[config.mk]
export PLATFORM = sky130hd
export DESIGN_NAME = key_value_line_tokenizer
export DESIGN_NICKNAME = d
export VERILOG_FILES = /design/src/hw/rtl/kvlt_pkg.sv /design/src/hw/rtl/key_value_line_tokenizer.sv /design/src/hw/rtl/kvlt_in_reg.sv /design/src/hw/rtl/kvlt_parser.sv /design/src/hw/rtl/kvlt_out_reg.sv
export SDC_FILE = /design/constraint.sdc
export NUM_CORES = 1
export LEC_CHECK = 0
export ABC_AREA = 1
export BUFFER_PORTS_ARGS = -buffer_cell sky130_fd_sc_hd__buf_4
export CAP_MARGIN = 20
export CORE_ASPECT_RATIO = 1.2
export CORE_MARGIN = 8
export CORE_UTILIZATION = 65
export CTS_BUF_LIST = sky130_fd_sc_hd__clkbuf_2
export CTS_CLUSTER_SIZE = 8
export DETAILED_ROUTE_END_ITERATION = 7
export PLACE_DENSITY_LB_ADDON = 0.05
export SYNTH_ARGS = -nofsm -noshare
export SYNTH_HDL_FRONTEND = slang
export SYNTH_SLANG_ARGS = --single-unit
[constraint.sdc]
create_clock -name clk -period 19.9 [get_ports clk]
set_clock_uncertainty 0.1 [all_clocks]
set_input_delay 0 -clock clk [delete_from_list [all_inputs] [get_ports clk]]
set_output_delay 0 -clock clk [all_outputs]
set_load 0.05 [all_outputs]
[src/hw/rtl/kvlt_pkg.sv]
// Shared constants, types and character classes for the key/value line tokeniser.
package kvlt_pkg;

  // Longest buffer that is parsed; later bytes halt the parse until the last byte.
  localparam int unsigned BUFFER_BYTES = 65536;
  // Position counter saturates at BUFFER_BYTES, so it must hold that value.
  localparam int unsigned POS_W = $clog2(BUFFER_BYTES + 1);
  localparam int unsigned FIELD_W = 16;
  localparam int unsigned MODE_W = 3;

  localparam logic [MODE_W-1:0] MODE_LINE_START  = 3'd0;
  localparam logic [MODE_W-1:0] MODE_COMMENT     = 3'd1;
  localparam logic [MODE_W-1:0] MODE_KEY         = 3'd2;
  localparam logic [MODE_W-1:0] MODE_VALUE_START = 3'd3;
  localparam logic [MODE_W-1:0] MODE_VALUE       = 3'd4;
  localparam logic [MODE_W-1:0] MODE_CLOSE_QUOTE = 3'd5;
  localparam logic [MODE_W-1:0] MODE_HALTED      = 3'd6;

  localparam logic [7:0] CH_SPACE   = 8'd32;
  localparam logic [7:0] CH_TILDE   = 8'd126;
  localparam logic [7:0] CH_HASH    = 8'd35;
  localparam logic [7:0] CH_EQUALS  = 8'd61;
  localparam logic [7:0] CH_UNDER   = 8'd95;
  localparam logic [7:0] CH_QUOTE   = 8'd34;
  localparam logic [7:0] CH_NEWLINE = 8'd10;
  localparam logic [7:0] CH_UPPER_A = 8'd65;
  localparam logic [7:0] CH_UPPER_Z = 8'd90;
  localparam logic [7:0] CH_LOWER_A = 8'd97;
  localparam logic [7:0] CH_LOWER_Z = 8'd122;

  typedef struct packed {
    logic       last_byte;
    logic [7:0] text_byte;
  } kvlt_byte_t;

  typedef struct packed {
    logic [FIELD_W-1:0] value_length;
    logic [FIELD_W-1:0] value_offset;
    logic [FIELD_W-1:0] key_length;
    logic [FIELD_W-1:0] key_offset;
  } kvlt_result_t;

  function automatic logic is_key_char(input logic [7:0] c);
    return (c >= CH_UPPER_A && c <= CH_UPPER_Z) ||
           (c >= CH_LOWER_A && c <= CH_LOWER_Z) || (c == CH_UNDER);
  endfunction

  function automatic logic is_printable(input logic [7:0] c);
    return (c >= CH_SPACE) && (c <= CH_TILDE);
  endfunction

endpackage

[src/hw/rtl/key_value_line_tokenizer.sv]
// Top level of the key/value line tokeniser: input register, parser, result register.
//
//  Channel | Direction | Transfer carries
//  in_     | slave     | tdata[7:0] text_byte, tlast last_byte
//  out_    | master    | tdata key_offset, key_length, value_offset, value_length
//
// One byte is taken per cycle when the result side keeps up; each byte lands in
// the input register, and the edge that advances it applies its parse-state
// update and (if it closes a good line) loads the result register, raising
// out_tvalid; a result stall can keep the byte waiting in the input register.
// The throughput is set by the single parse-state register, updated once per byte.
// rst_n is synchronous and active low; it clears the parse state and both valid flags.
// A stalled result holds the parser, which in turn holds the input register;
// in_tready drops only while a held byte cannot advance.
module key_value_line_tokenizer
  import kvlt_pkg::*;
(
  input  logic        clk,
  input  logic        rst_n,
  input  logic        in_tvalid,
  output logic        in_tready,
  input  logic [7:0]  in_tdata,   // [7:0] text_byte
  input  logic        in_tlast,   // last_byte
  output logic        out_tvalid,
  input  logic        out_tready,
  output logic [63:0] out_tdata   // [15:0] key_offset, [31:16] key_length,
                                  // [47:32] value_offset, [63:48] value_length
);

  kvlt_byte_t   in_byte;
  kvlt_byte_t   hold_byte;
  logic         hold_valid;
  logic         advance;
  logic         emit;
  kvlt_result_t result;
  kvlt_result_t out_data;

  assign in_byte.text_byte = in_tdata;
  assign in_byte.last_byte = in_tlast;

  // Advance the held byte whenever the result register is free or draining.
  assign advance = hold_valid && (!out_tvalid || out_tready);

  kvlt_in_reg u_in_reg (
    .clk        (clk),
    .rst_n      (rst_n),
    .in_tvalid  (in_tvalid),
    .in_tready  (in_tready),
    .in_byte    (in_byte),
    .advance    (advance),
    .hold_valid (hold_valid),
    .hold_byte  (hold_byte)
  );

  kvlt_parser u_parser (
    .clk     (clk),
    .rst_n   (rst_n),
    .advance (advance),
    .cur     (hold_byte),
    .emit    (emit),
    .result  (result)
  );

  // Capture a result only on the newline byte that closes a good line.
  kvlt_out_reg u_out_reg (
    .clk        (clk),
    .rst_n      (rst_n),
    .load       (advance && emit),
    .load_data  (result),
    .out_tvalid (out_tvalid),
    .out_tready (out_tready),
    .out_data   (out_data)
  );

  assign out_tdata = out_data;

endmodule

[src/hw/rtl/kvlt_in_reg.sv]
// Input register stage of the key/value line tokeniser.
module kvlt_in_reg
  import kvlt_pkg::*;
(
  input  logic       clk,
  input  logic       rst_n,
  input  logic       in_tvalid,
  output logic       in_tready,
  input  kvlt_byte_t in_byte,
  input  logic       advance,   // parser consumes the held byte this cycle
  output logic       hold_valid,
  output kvlt_byte_t hold_byte
);

  logic       valid_r, valid_nxt;
  kvlt_byte_t byte_r;
  logic       load;

  assign in_tready = !valid_r || advance;
  assign load      = in_tvalid && in_tready;

  always_comb begin
    valid_nxt = valid_r;
    if (load) begin
      valid_nxt = 1'b1;
    end else if (advance) begin
      valid_nxt = 1'b0;
    end
  end

  always_ff @(posedge clk) begin
    if (!rst_n) begin
      valid_r <= 1'b0;
    end else begin
      valid_r <= valid_nxt;
    end
  end

  always_ff @(posedge clk) begin
    if (load) begin
      byte_r <= in_byte;
    end
  end

  assign hold_valid = valid_r;
  assign hold_byte  = byte_r;

  a_advance_needs_byte: assert property (@(posedge clk) disable iff (!rst_n)
    advance |-> valid_r) else $error("advance without a held byte");

endmodule

[src/hw/rtl/kvlt_parser.sv]
// Line parse state and per-byte next-state logic of the key/value line tokeniser.
module kvlt_parser
  import kvlt_pkg::*;
(
  input  logic         clk,
  input  logic         rst_n,
  input  logic         advance,
  input  kvlt_byte_t   cur,
  output logic         emit,
  output kvlt_result_t result
);

  logic [MODE_W-1:0]  mode_r, mode_nxt;
  logic [POS_W-1:0]   pos_r, pos_nxt;
  logic [FIELD_W-1:0] key_begin_r, key_begin_nxt;
  logic [FIELD_W-1:0] key_count_r, key_count_nxt;
  logic [FIELD_W-1:0] value_begin_r, value_begin_nxt;
  logic [FIELD_W-1:0] value_count_r, value_count_nxt;
  logic [7:0]         c;

  assign c = cur.text_byte;

  always_comb begin
    mode_nxt        = mode_r;
    pos_nxt         = pos_r;
    key_begin_nxt   = key_begin_r;
    key_count_nxt   = key_count_r;
    value_begin_nxt = value_begin_r;
    value_count_nxt = value_count_r;
    emit            = 1'b0;

    if (pos_r >= POS_W'(BUFFER_BYTES)) begin
      mode_nxt = MODE_HALTED;
    end else begin
      pos_nxt = pos_r + POS_W'(1);
      unique case (mode_r)
        MODE_LINE_START: begin
          if (is_key_char(c)) begin
            key_begin_nxt = FIELD_W'(pos_r);
            key_count_nxt = FIELD_W'(1);
            mode_nxt      = MODE_KEY;
          end else if (c == CH_HASH) begin
            mode_nxt = MODE_COMMENT;
          end
        end
        MODE_COMMENT: begin
          if (c == CH_NEWLINE) begin
            mode_nxt = MODE_LINE_START;
          end
        end
        MODE_KEY: begin
          if (is_key_char(c)) begin
            key_count_nxt = key_count_r + FIELD_W'(1);
          end else if (c == CH_EQUALS) begin
            mode_nxt = MODE_VALUE_START;
          end else begin
            mode_nxt = MODE_LINE_START;
          end
        end
        MODE_VALUE_START: begin
          if (c == CH_QUOTE) begin
            mode_nxt = mode_r;
          end else if (is_printable(c)) begin
            value_begin_nxt = FIELD_W'(pos_r);
            value_count_nxt = FIELD_W'(1);
            mode_nxt        = MODE_VALUE;
          end else begin
            mode_nxt = MODE_HALTED;
          end
        end
        MODE_VALUE: begin
          if (c == CH_QUOTE) begin
            mode_nxt = MODE_CLOSE_QUOTE;
          end else if (c == CH_NEWLINE) begin
            emit = 1'b1;
          end else if (is_printable(c)) begin
            value_count_nxt = value_count_r + FIELD_W'(1);
          end else begin
            mode_nxt = MODE_HALTED;
          end
        end
        MODE_CLOSE_QUOTE: begin
          if (c == CH_NEWLINE) begin
            emit = 1'b1;
          end else begin
            mode_nxt = MODE_HALTED;
          end
        end
        default: begin
          mode_nxt = MODE_HALTED;
        end
      endcase
    end

    if (emit) begin
      value_count_nxt = '0;
      mode_nxt        = MODE_LINE_START;
    end

    // End of buffer: back to reset state for the next one.
    if (cur.last_byte) begin
      mode_nxt        = MODE_LINE_START;
      pos_nxt         = '0;
      key_begin_nxt   = '0;
      key_count_nxt   = '0;
      value_begin_nxt = '0;
      value_count_nxt = '0;
    end
  end

  assign result.key_offset   = key_begin_r;
  assign result.key_length   = key_count_r;
  assign result.value_offset = value_begin_r;
  assign result.value_length = value_count_r;

  always_ff @(posedge clk) begin
    if (!rst_n) begin
      mode_r        <= MODE_LINE_START;
      pos_r         <= '0;
      key_begin_r   <= '0;
      key_count_r   <= '0;
      value_begin_r <= '0;
      value_count_r <= '0;
    end else if (advance) begin
      mode_r        <= mode_nxt;
      pos_r         <= pos_nxt;
      key_begin_r   <= key_begin_nxt;
      key_count_r   <= key_count_nxt;
      value_begin_r <= value_begin_nxt;
      value_count_r <= value_count_nxt;
    end
  end

  a_pos_saturates: assert property (@(posedge clk) disable iff (!rst_n)
    pos_r <= POS_W'(BUFFER_BYTES)) else $error("byte position past saturation");

  a_last_resets: assert property (@(posedge clk) disable iff (!rst_n)
    (advance && cur.last_byte) |=> (pos_r == '0 && mode_r == MODE_LINE_START))
    else $error("parse state not cleared after last byte");

  a_emit_has_value: assert property (@(posedge clk) disable iff (!rst_n)
    (advance && emit) |-> (key_count_r != '0 &&
      (mode_r == MODE_VALUE || mode_r == MODE_CLOSE_QUOTE)))
    else $error("result emitted outside a value");

endmodule

[src/hw/rtl/kvlt_out_reg.sv]
// Result register of the key/value line tokeniser.
module kvlt_out_reg
  import kvlt_pkg::*;
(
  input  logic         clk,
  input  logic         rst_n,
  input  logic         load,
  input  kvlt_result_t load_data,
  output logic         out_tvalid,
  input  logic         out_tready,
  output kvlt_result_t out_data
);

  logic         valid_r, valid_nxt;
  kvlt_result_t data_r;

  always_comb begin
    valid_nxt = valid_r;
    if (load) begin
      valid_nxt = 1'b1;
    end else if (out_tready) begin
      valid_nxt = 1'b0;
    end
  end

  always_ff @(posedge clk) begin
    if (!rst_n) begin
      valid_r <= 1'b0;
    end else begin
      valid_r <= valid_nxt;
    end
  end

  always_ff @(posedge clk) begin
    if (load) begin
      data_r <= load_data;
    end
  end

  assign out_tvalid = valid_r;
  assign out_data   = data_r;

  a_no_overwrite: assert property (@(posedge clk) disable iff (!rst_n)
    load |-> (!valid_r || out_tready)) else $error("pending result overwritten");

endmodule

# Word level (Yosys, flattened, before mapping)
# Index checks and enable logic that the tools add are counted.
[word_totals] regBits=159 inputBits=13 word_cells=126
[op_classes] addsub=3 magnitude_cmp=7 n_eq_ne=27 muxes=48 reduce_logical=27
[op_table] operator="16-bit 2-to-1 mux" count=21
[op_table] operator="16-bit one-hot mux with 2 select lines" count=2
[op_table] operator="3-bit 2-to-1 mux" count=12
[op_table] operator="17-bit 2-to-1 mux" count=2
[op_table] operator="16-bit by 1-bit adder with 16-bit output (second input constant)" count=2
[op_table] operator="8-bit by 6-bit == test with 1-bit output (second input constant)" count=3
[op_table] operator="8-bit by 7-bit <= comparator with 1-bit output (second input constant)" count=3
[op_table] operator="3-bit one-hot mux with 6 select lines" count=1
[op_table] operator="17-bit by 1-bit adder with 17-bit output (second input constant)" count=1
[op_table] operator="17-bit >= comparator (second input constant)" count=1
[op_table] operator="8-bit by 7-bit >= comparator with 1-bit output (second input constant)" count=2
[op_table] operator="8-bit AND reduction" count=2
[op_table] operator="5-bit by 4-bit != test with 1-bit output (second input constant)" count=3
[op_table] operator="4-bit != test (second input constant)" count=3
[op_table] operator="2-bit nonzero test" count=6
[op_table] operator="5-bit AND reduction" count=2
[op_table] operator="8-bit by 4-bit == test with 1-bit output (second input constant)" count=1
[op_table] operator="8-bit by 7-bit == test with 1-bit output (second input constant)" count=1
[op_table] operator="8-bit by 6-bit >= comparator with 1-bit output (second input constant)" count=1
[op_table] operator="4-bit by 3-bit != test with 1-bit output (second input constant)" count=2
[op_table] operator="1-bit 2-to-1 mux" count=7
[op_table] operator="3-bit by 2-bit == test with 1-bit output (second input constant)" count=2
[op_table] operator="3-bit == test (second input constant)" count=2
[op_table] operator="1-bit logical AND" count=6
[op_table] operator="other kinds (17)" count=24

# Depth between registers and ports, before layout
# Gate-level depths: netlist of the first run.
[logic_depth] word_depth=9 ltp_mapped=13

# By module
# A second synthesis of the first run with hierarchy kept.
[hier_totals] hier_cells=818 area_unflattened_um2=6995.5
[modules_own_cells] module="kvlt_parser" n_inst=1 cells_per_inst=726 area_each_um2=4678.2 seq_area_each_um2=1681.6
[modules_own_cells] module="kvlt_out_reg" n_inst=1 cells_per_inst=70 area_each_um2=1965.6 seq_area_each_um2=1941.9
[modules_own_cells] module="kvlt_in_reg" n_inst=1 cells_per_inst=16 area_each_um2=321.6 seq_area_each_um2=290.3
[modules_own_cells] module="key_value_line_tokenizer" n_inst=1 cells_per_inst=6 area_each_um2=30.0 seq_area_each_um2=0.0

# Least setup slack after synthesis of the first run
# No wires, ideal clock.
[synth_timing] kind="register -> register" startpoint="register u_out_reg.valid_r, in the netlist u_out_reg.out_tvalid" endpoint="register u_out_reg.data_r (netlist bit u_out_reg.out_data[0]) (enable)" arrival_time_ns=7.021 t_required_ns=19.156 path_slack_ns=12.135 path_stages_with_launch=5 path_buffers=1 cell_sequence="dfxtp_1 -> a21oi_2 -> buf_2 -> inv_1 -> nor4_1"
[synth_via] elab_chain_cells=4
[synth_lines] item="from (decl)" line_no="kvlt_out_reg.sv:14" text="logic valid_r, valid_nxt;"
[synth_lines] item="from (signal assigned)" line_no="kvlt_out_reg.sv:30" text="valid_r <= valid_nxt;"
[synth_lines] item="1-bit logical NOT" line_no="key_value_line_tokenizer.sv:42" text="assign advance = hold_valid && (!out_tvalid || out_tready);"
[synth_lines] item="1-bit logical OR" line_no="key_value_line_tokenizer.sv:42"
[synth_lines] item="1-bit logical AND" line_no="key_value_line_tokenizer.sv:42"
[synth_lines] item="1-bit logical AND" line_no="key_value_line_tokenizer.sv:68" text=".load (advance && emit),"
[synth_lines] item="named net u_out_reg.load" line_no="kvlt_out_reg.sv:7" text="input logic load,"
[synth_lines] item="to (signal assigned)" line_no="kvlt_out_reg.sv:36" text="data_r <= load_data;"
[synth_lines] item="to (decl)" line_no="kvlt_out_reg.sv:15" text="kvlt_result_t data_r;"
# The timed path passes the listed nets, and every way through them passes these cells.
# A chain may end at the register's enable or synchronous reset.

# Worst setup path after layout of the first run
[layout_timing] startpoint="register u_in_reg.byte_r (netlist bit u_in_reg.hold_byte[8])" endpoint="register u_parser.pos_r[9]"
[layout_via] elab_chain_cells=2 elab_cells_between_ends=3 cone_classes="1 x eq/ne; 1 x mux; 1 x reduce/logical"
[layout_lines] item="from (decl)" line_no="kvlt_in_reg.sv:16" text="kvlt_byte_t byte_r;"
[layout_lines] item="from (signal assigned)" line_no="kvlt_in_reg.sv:41" text="byte_r <= in_byte;"
[layout_lines] item="2-bit != test (no source line)"
[layout_lines] item="2-bit AND reduction (no source line)"
[layout_lines] item="to (signal assigned)" line_no="kvlt_parser.sv:126" text="pos_r <= pos_nxt;"
[layout_lines] item="to (decl)" line_no="kvlt_parser.sv:14" text="logic [POS_W-1:0] pos_r, pos_nxt;"
# Parallel ways exist; a longest one is shown, timed or not.

==> impl_metrics.csv, run 1 <==
group,metric,value,unit
run_status,outcome,"complete, no violations",
setup_path,crit_chain,"inv_2 > nand2_1 > nand2_1 > nor2_2 > nand2_1 > nor2_2 > nand2_1 > o21ai_1 > nand2_1 > a21oi_1",
power,power.leakage,3.07,nW
logic_synthesis,syn_area,6860,sq um
logic_synthesis,synthFlopType,"dfxtp_1",
setup_path,critPathMaxStageDelay,1.09,ns
logic_synthesis,synth.distinct_cells,38,
drt,wirelength,14500,microns
floorplanning,ios,79,
min_path,holdCritStartpoint,"rst_n",
setup_path,arrival,3.10,ns
min_path,hold-path-cell-count,4,
logic_synthesis,yosysTopAreaCellShare,31.9,%
global_route,antenna_found_initial,1,
timing,drv_slew,0,
placement,place_congestion,0.911,
logic_synthesis,async_flop_share,0,%
setup_path,critPathTopFamily,"flip-flops",
global_route,groute.usage.overall,20.9,%
flow_run,maxCapViolCount,0,
floorplanning,start_util,65.9,%
finish,finalNetCount,926,
placement,io_buffer_count,78,
timing,worst_pin_slew,1.05,ns
clock_network,numCtsBuffers,17,
setup_path,reg2reg_slack,17.36,ns
clock_network,cts.sinks,159,
finish,fill_cells,781,
timing,hold_viol_final,0,
setup_path,cp_common_cell,"nand2_1",
drt,viasPerCell,5.33,
floorplanning,die_area,14100,sq um
finish,seq_area,3910,sq um
setup_path,worstPathRequired,20.46,ns
setup_path,path_max_fanout,30,
logic_synthesis,synth_area_leaders,"edfxtp_1, dfxtp_1, nand2_1, a21oi_1, inv_1",
timing,max_freq,393,MHz
global_route,grt_overflow,0,
drt,dr.first_iter.drc_count,382,
setup_path,cp-start-kind,"flip-flop",
timing,setup_violations,0,
placement,dp_hpwl,10200,microns
clock_network,clk_path_buf_depth,2,
logic_synthesis,synth.ff_latch_count,159,
power,totalPowerFinal,570,uW
drt,drc,0,
clock_network,post_cts_resized,0,
clock_network,cts.clk_slew.worst_paths,0.24,ns
clock_network,cts_tree,"done",
setup_path,worstPathBufferInverterCount,1,
finish,multi_input_area,2450,sq um
timing,min_period,2.54,ns
power,ir_drop,0.0468,mV
floorplanning,die_h,129,microns
setup_path,critical_path_class,"flip-flop to flip-flop",
timing,slew_headroom,30.2,%
placement,post_dp_cell_area,7490,sq um
logic_synthesis,yosysTopAreaCell,"edfxtp_1",
logic_synthesis,yosysSeqAreaShare,57.0,%
setup_path,crit_path_top_delay_cell,"edfxtp_1",
setup_path,r2r-start,"u_in_reg.hold_byte[8]",
floorplanning,rows,41,
logic_synthesis,avgSynthCellArea,8.50,sq um
logic_synthesis,synth-edff-count,73,
global_route,grt_pass1_vias,5010,
setup_path,r2r-end,"u_parser.pos_r[9]",
drt,via_count,5603,
finish,layout-drive-gt1-share,15.5,%
logic_synthesis,syn_inst,807,
timing,fin_crit_sh,12.8,%
min_path,hold_end,"u_parser.value_count_r[11]",
drt,first_pass_iters,6,
clock_network,cts-root-buf,"clkbuf_2",
finish,final_common_cell,"nand2_1",
setup_path,end_kind,"flip-flop",
global_route,grt_max_degree,47,
clock_network,clk_latency,0.70,ns
timing,fin_setup_tns,0,ns
floorplanning,core_area,10400,sq um
finish,layout_common_cells,"nand2_1, inv_1, nor2_1",
clock_network,cts_max_level,4,
min_path,hold_class,"input pin to flip-flop",
setup_path,reg2reg_depth,10,
timing,rsz0062_at_grt,"false",
drt,drt-wirelength-per-cell,13.8,microns
floorplanning,dieWidth,110,microns
global_route,grt_pass1_wl,23500,microns
logic_synthesis,synthesis.nets,824,
finish,stdcell_area,8010,sq um
finish,area_growth,16.7,%
logic_synthesis,synth-warning-count,0,
drt,drtAntennaViolNets,0,
power,power_density,71.2,nW/um^2
-- area by class of cell --
class                   instances  area share, %
multi-input cells             531           30.6
repair buffers                106           10.7
flip-flops and latches        159           48.9
clock buffers                  17           1.06
diodes                          1         0.0313
clock inverters                15           2.19
well taps                     129           2.02
inverters                      94           4.49
-- routing by layer --
layer  wire length [microns]  track usage (%)
met5                       0                0
met4                     255             7.64
met3                    1020             5.25
met2                    7220             34.6
met1                    6050             25.4
-- tightest hold or removal path: cells and delay by family --
family	cells	cell delay [ns]
AOI/OAI and AO/OA	1	0.03
and+or+nand+nor	1	0.08
buffers and inverters	2	0.73
-- registers in the layout, indices dropped and copies added (netlist names) --
signal,cells
u_in_reg.hold_byte,9
u_in_reg.hold_valid,1
u_out_reg.out_data,64
u_out_reg.out_tvalid,1
u_parser.key_begin_r,16
u_parser.key_count_r,16
u_parser.mode_r,3
u_parser.pos_r,17
u_parser.value_begin_r,16
u_parser.value_count_r,16
-- cell usage after synthesis (2+ instances only) --
cell / n
nor2_4: 3
inv_1: 88
nor3_1: 18
buf_8: 2
buf_4: 4
o21bai_1: 4
ha_1: 4
clkbuf_1: 8
xor2_1: 3
nor2_2: 8
a21oi_1: 73
nand3b_1: 2
xnor2_1: 3
o211ai_1: 2
a21oi_2: 3
nand3_1: 53
nand2_2: 4
edfxtp_1: 73
nor2_1: 87
o21ai_0: 30
buf_2: 5
dfxtp_1: 86
nand4_1: 9
buf_1: 2
nand2_1: 216
inv_2: 4
buf_6: 2
-- stage by stage --
step	worst slack (ns)	hold WS [ns]	utilization, %	std cells
2_1_floorplan	12.14	-0.00113	-	807
4_1_cts	17.36	0.00479	76.9	1051
5_1_grt	17.09	0.00713	76.9	1052
3_3_place_gp	17.54	0.0784	72.0	994
3_5_place_dp	17.39	0.0795	72.0	994
6_report	17.36	0.0592	76.9	1052
-- logic make-up (layout without fill, tap and decap cells) --
logic type	Yosys count	after routing	share of synthesized area [%]
AO/OA/AOI/OAI	116	116	8.97
XOR/XNOR	6	6	0.766
adder cells (fa/ha/maj)	4	4	0.729
buffers and inverters	117	232	7.35
flip-flops	159	159	57.0
other	0	1	0
AND/OR/NAND/NOR	405	405	25.2
-- report_power, final --
group | internal, mW | switching, mW
sequential | 0.344 | 0.00618
combinational | 0.0134 | 0.0256
clock | 0.0619 | 0.119
-- worst max path at each step --
stage,to,slack [ns],startpoint,depth (start not counted)
6_report,u_parser.pos_r[9],17.36,u_in_reg.hold_byte[8],10
5_1_grt,u_parser.pos_r[9],17.09,u_in_reg.hold_byte[8],10
4_1_cts,u_parser.pos_r[9],17.36,u_in_reg.hold_byte[8],10
3_5_place_dp,u_parser.pos_r[9],17.39,u_in_reg.hold_byte[8],10
3_3_place_gp,u_parser.pos_r[9],17.54,u_in_reg.hold_byte[8],10
2_1_floorplan,u_out_reg.out_data[0],12.14,u_out_reg.out_tvalid,4
-- timing repair --
item / in CTS / in global routing
hold buffers: 25 / 0
hold endpoints to repair: 103 / 0
setup buffers: 0 / 0
No activity file was read; power rests on OpenSTA's default activity.
==> run 2: changes to the inputs <==
CORE_UTILIZATION = 55   (was 65)
clock period = 2.15 ns   (was 19.9 ns; I/O delays follow)
==> run 2 against run 1 <==
Design area grew 3.1%; maximum frequency grew 26%; via count is essentially flat; largest power group unchanged.
==> impl_metrics.csv, run 2 (synthesis gave the netlist of run 1 again) <==
group,metric,value,unit
run_status,outcome,"complete, no violations",
clock_network,cts_tree,"done",
timing,hold_viol_final,0,
min_path,hold_class,"input pin to flip-flop",
drt,viasPerCell,5.11,
floorplanning,core_area,12200,sq um
placement,dp_slack,0.160,ns
clock_network,cts.clk_slew.worst_paths,0.26,ns
clock_network,cts-root-buf,"clkbuf_2",
clock_network,cts.sinks,159,
finish,stdcell_area,8260,sq um
timing,fin_setup_tns,0,ns
power,ir_drop,0.409,mV
flow_run,maxCapViolCount,0,
finish,largest_register_ffs,64,
placement,place_congestion,0.867,
placement,post_dp_cell_area,7670,sq um
setup_path,critical_path_class,"flip-flop to flip-flop",
setup_path,path_max_fanout,5,
timing,worst_pin_slew,0.500,ns
floorplanning,dieWidth,118,microns
floorplanning,ios,79,
floorplanning,die_area,16300,sq um
global_route,grt_max_degree,47,
placement,dp_hpwl,10100,microns
setup_path,worstPathRequired,2.73,ns
finish,area_growth,20.3,%
drt,drtAntennaViolNets,0,
finish,fin_cells,1097,
placement,io_buffer_count,78,
global_route,antenna_found_initial,1,
drt,wirelength,14600,microns
timing,max_freq,494,MHz
finish,final_common_cell,"nand2_1",
timing,worst_slack,0.126,ns
clock_network,clk_path_buf_depth,2,
finish,seq_area,3920,sq um
global_route,grt_overflow,0,
drt,via_count,5602,
drt,first_pass_iters,7,
placement,dp.cells,1038,
finish,layout_common_cells,"nand2_1, buf_4, inv_1",
clock_network,cts_max_level,4,
finish,finalNetCount,939,
power,power_density,662,nW/um^2
drt,dr.first_iter.drc_count,236,
setup_path,end_kind,"flip-flop",
finish,multi_input_area,2510,sq um
floorplanning,rows,44,
drt,drt-wirelength-per-cell,13.3,microns
clock_network,clk_latency,0.71,ns
finish,layout-drive-gt1-share,17.9,%
timing,fin_crit_sh,94.2,%
timing,min_period,2.02,ns
floorplanning,start_util,56.4,%
global_route,grt_pass1_vias,5242,
power,power.leakage,3.11,nW
setup_path,cp-start-kind,"flip-flop",
power,totalPowerFinal,5.47,mW
timing,setup_violations,0,
timing,drv_slew,0,
finish,fill_cells,1030,
floorplanning,die_h,138,microns
clock_network,numCtsBuffers,17,
clock_network,cts_setup_buffers,0,
timing,slew_headroom,66.6,%
setup_path,arrival,2.61,ns
drt,drc,0,
global_route,groute.usage.overall,17.9,%
global_route,grt_pass1_wl,24400,microns
run 2: cell types whose count changed in the layout (fill, tap and decap cells not counted), moves of 2 or more:
cell	delta
dfxtp_1	-4
inv_6	+2
buf_4	+9
inv_1	-2
dfxtp_2	+3
nor2_1	-4
buf_6	+2
nor2_4	+3
a21oi_4	+2
run 2: cell type report:
class,instances,share of cell area (%)
antenna,1,0.0303
multi-input combinational,531,30.4
inverter,94,4.44
sequential,159,47.5
clock buffer,17,1.03
tap,161,2.44
clock inverter,15,2.36
timing repair buffer,119,11.9
run 2: timing repair:
item	in CTS	in global routing
hold buffers	26	0
endpoints found under the hold margin	143	0
setup endpoints to repair	0	16
gates resized for setup	0	12
run 2: final timing paths:
check / startpoint / to / slack (ns) / cells after the start
setup / recovery: u_in_reg.hold_byte[4] / u_out_reg.out_tvalid / 0.13 / 8
hold reg to reg: u_parser.key_begin_r[1] / u_out_reg.out_data[1] / 0.36 / 0
setup reg to reg: u_in_reg.hold_byte[4] / u_out_reg.out_tvalid / 0.13 / 8
hold / removal: rst_n / u_parser.value_count_r[3] / 0.06 / 4
run 2: per-layer routing:
metal	GRT usage (%)	routed length, microns
met5	0	0
met4	5.68	167
met3	4.73	782
met2	30.7	7230
met1	21.3	6460
run 2: where the power goes:
part	leakage (nW)	internal, mW	switching [mW]
clock	0.165	0.694	1.14
sequential	1.36	3.18	0.0430
combinational	1.58	0.146	0.264
run 2: critical path: stages, from the launching register on:
cell           delay, ns
edfxtp_1            0.51
nor2_1              0.14
nand2_1             0.09
nor2_2              0.14
o21ai_2             0.09
nor2_4              0.16
nand2_1             0.07
a21oi_1             0.13
dlygate4sd3_1       0.56
run 2: through the flow:
step	hold WS, ns	utilization (%)
3_5_place_dp	0.0795	63.1
4_1_cts	0.0129	67.5
6_report	0.0570	67.9
2_1_floorplan	-0.00113	-
3_3_place_gp	0.0782	63.1
5_1_grt	0.0163	67.9
==> run 3: changes to the inputs <==
SYNTH_HIERARCHICAL = 1   (was default)
==> run 3 against run 2 <==
Power shrank 1.9%; design area rose by 0.74%; worst hold slack improved by 0.093 ns; non-clock buffer count decreased by 3; first-iteration DRC count grew 24%; sequential share of layout area fell by 0.44 points; sequential cell count did not move; critical path depth increased by 2; core utilization shrank 1.6 points; via count rose by 1.9%; count of clock-buffer cells in the layout stayed put; critical path type unchanged.
==> impl_metrics.csv, run 3 <==
group,metric,value,unit
logic_synthesis,synthTopCellsByCount,"nand2_1, nor2_1, dfxtp_1, inv_1, edfxtp_1",
power,swShare,28.1,%
drt,first_pass_iters,7,
global_route,grt_pass1_wl,25800,microns
finish,multi_input_area,2630,sq um
clock_network,cts_tree,"done",
logic_synthesis,yosysTopAreaCell,"edfxtp_1",
power,seq_power_share,60.8,%
finish,final_util,66.2,%
finish,fill_cells,1045,
global_route,grt_pass1_vias,5583,
finish,fin_cells,1110,
power,power_density,644,nW/um^2
drt,drt-wirelength-per-cell,14.0,microns
drt,drtAntennaViolNets,0,
timing,setup_violations,0,
global_route,antenna_found_initial,1,
min_path,hold_class,"input pin to flip-flop",
drt,via_count,5707,
power,pwr-share-comb,8.6,%
setup_path,end_kind,"flip-flop",
finish,layout_common_cells,"nand2_1, nor2_1, buf_4",
floorplanning,die_area,16600,sq um
timing,drv_slew,0,
setup_path,path_max_fanout,18,
floorplanning,ios,79,
floorplanning,dieWidth,119,microns
placement,dp_hpwl,10500,microns
setup_path,reg2reg_slack,0.14,ns
clock_network,clk_latency,0.71,ns
clock_network,cts.sinks,159,
logic_synthesis,syn_inst,818,
clock_network,cts.clk_slew.worst_paths,0.24,ns
finish,stdcell_area,8320,sq um
logic_synthesis,synth-warning-count,6,
clock_network,numCtsBuffers,17,
flow_run,maxCapViolCount,0,
logic_synthesis,synth_area_leaders,"edfxtp_1, dfxtp_1, nand2_1, nor2_1, a21oi_1",
global_route,grt_overflow,0,
logic_synthesis,yosysSeqAreaShare,55.9,%
drt,drc,0,
logic_synthesis,yosysTopAreaCellShare,31.3,%
floorplanning,rows,45,
finish,area_growth,18.9,%
setup_path,reg2reg_depth,10,
finish,layout-drive-gt1-share,19.3,%
clock_network,clk_path_buf_depth,2,
placement,io_buffer_count,78,
setup_path,critical_path_class,"flip-flop to flip-flop",
timing,fin_crit_sh,93.6,%
placement,place_congestion,0.895,
logic_synthesis,synth-edff-count,73,
logic_synthesis,synth.distinct_cells,38,
timing,max_freq,497,MHz
clock_network,cts-root-buf,"clkbuf_2",
drt,viasPerCell,5.14,
finish,largest_register_ffs,64,
run_status,outcome,"complete, no violations",
power,totalPowerFinal,5.36,mW
floorplanning,start_util,55.7,%
setup_path,worstPathRequired,2.66,ns
min_path,hold-path-cell-count,4,
logic_synthesis,async_flop_share,0,%
logic_synthesis,synthFlopType,"dfxtp_1",
power,switchingPower,1.51,mW
finish,seq_area,3910,sq um
timing,slew_headroom,70.6,%
drt,wirelength,15500,microns
global_route,grt_max_degree,45,
power,p_clk_share,30.6,%
power,intPower,3.85,mW
setup_path,arrival,2.52,ns
power,ir_drop,0.316,mV
setup_path,cp-start-kind,"flip-flop",
global_route,groute.usage.overall,18.7,%
timing,min_period,2.01,ns
drt,dr.first_iter.drc_count,292,
timing,hold_viol_final,0,
placement,post_dp_cell_area,7770,sq um
timing,timing.hold.ws,0.150,ns
logic_synthesis,avgSynthCellArea,8.55,sq um
finish,finalNetCount,949,
logic_synthesis,synthesis.nets,835,
clock_network,cts_max_level,4,
logic_synthesis,synth.ff_latch_count,159,
timing,worst_pin_slew,0.440,ns
floorplanning,die_h,140,microns
floorplanning,core_area,12600,sq um
placement,dp.cells,1051,
power,power.leakage,3.23,nW
logic_synthesis,syn_area,7000,sq um
logic_synthesis,synthMostInstantiatedCell,"nand2_1",
finish,final_common_cell,"nand2_1",
run 3: changes by cell type in the layout (fill, tap and decap cells not counted), moves of 5 or more:
cell / before / now
nor2_1: 83 / 113
nand2_1: 215 / 182
nor2_2: 9 / 15
nor3_1: 18 / 27
a21oi_1: 72 / 66
inv_1: 86 / 73
o21ai_0: 30 / 36
nand2_2: 5 / 10
run 3: final timing paths:
path                            start                       end
min                             rst_n   u_parser/key_count_r[0]
max reg2reg      u_out_reg/out_tvalid  u_parser/key_count_r[11]
max              u_out_reg/out_tvalid  u_parser/key_count_r[11]
min reg2reg  u_parser/key_begin_r[10]    u_out_reg/out_data[10]
run 3: worst max-delay path: stages (launching register included):
cell	delay, ns
dfxtp_1	0.44
nand2_2	0.07
nand2_2	0.12
clkinvlp_4	0.19
nand2_1	0.24
o21ai_4	0.09
nand2_4	0.10
buf_4	0.24
inv_4	0.11
o21ai_0	0.17
a21oi_1	0.07
run 3: timing repair:
action,4_1_cts,5_1_grt
buffers inserted,0,2
gates resized for setup,0,7
hold endpoints to repair,165,0
hold buffers,24,0
setup endpoints to repair,0,20
run 3: logic make-up after synthesis:
group / synth area share, %
flops: 55.9
simple gates: 27.0
xor+xnor: 0.626
compound gates: 8.84
buf+inv: 6.87
fa+ha+maj: 0.715
run 3: power groups by stage:
| stage | Clock (mW) | Combinational [mW] | Sequential, mW |
|---|---|---|---|
| 6_report | 1.64 | 0.460 | 3.26 |
| 5_1_grt | 1.82 | 0.509 | 3.27 |
| 4_1_cts | 1.68 | 0.441 | 3.26 |
| 3_5_place_dp | 0 | 0.405 | 3.32 |
| 3_3_place_gp | 0 | 0.398 | 3.32 |
| 2_1_floorplan | 0 | 0.314 | 3.31 |
run 3: layout make-up:
type | count | area share [%]
Inverter | 88 | 4.15
Sequential cell | 159 | 47.1
Multi-Input combinational cell | 550 | 31.6
Clock buffer | 17 | 1.02
Clock inverter | 15 | 1.99
Timing Repair Buffer | 116 | 11.6
Tap cell | 164 | 2.47
Antenna cell | 1 | 0.0301
run 3: stage by stage:
stage               worst slack (ns)  setup TNS (ns)
floorplan                     -0.298          -19.36
global placement               0.206               0
detailed placement             0.130               0
CTS                            0.110               0
global route               -0.000890       -0.000890
finish                         0.137               0
run 3: routing by layer:
| layer | global-route usage [%] | vias up | part of all wire [%] |
|---|---|---|---|
| met5 | 0 | - | 0 |
| met4 | 6.07 | 0 | 0.93 |
| met3 | 4.57 | 11 | 4.3 |
| met2 | 33.3 | 117 | 52 |
| met1 | 21.5 | 2656 | 42 |
| li1 | - | 2923 | - |
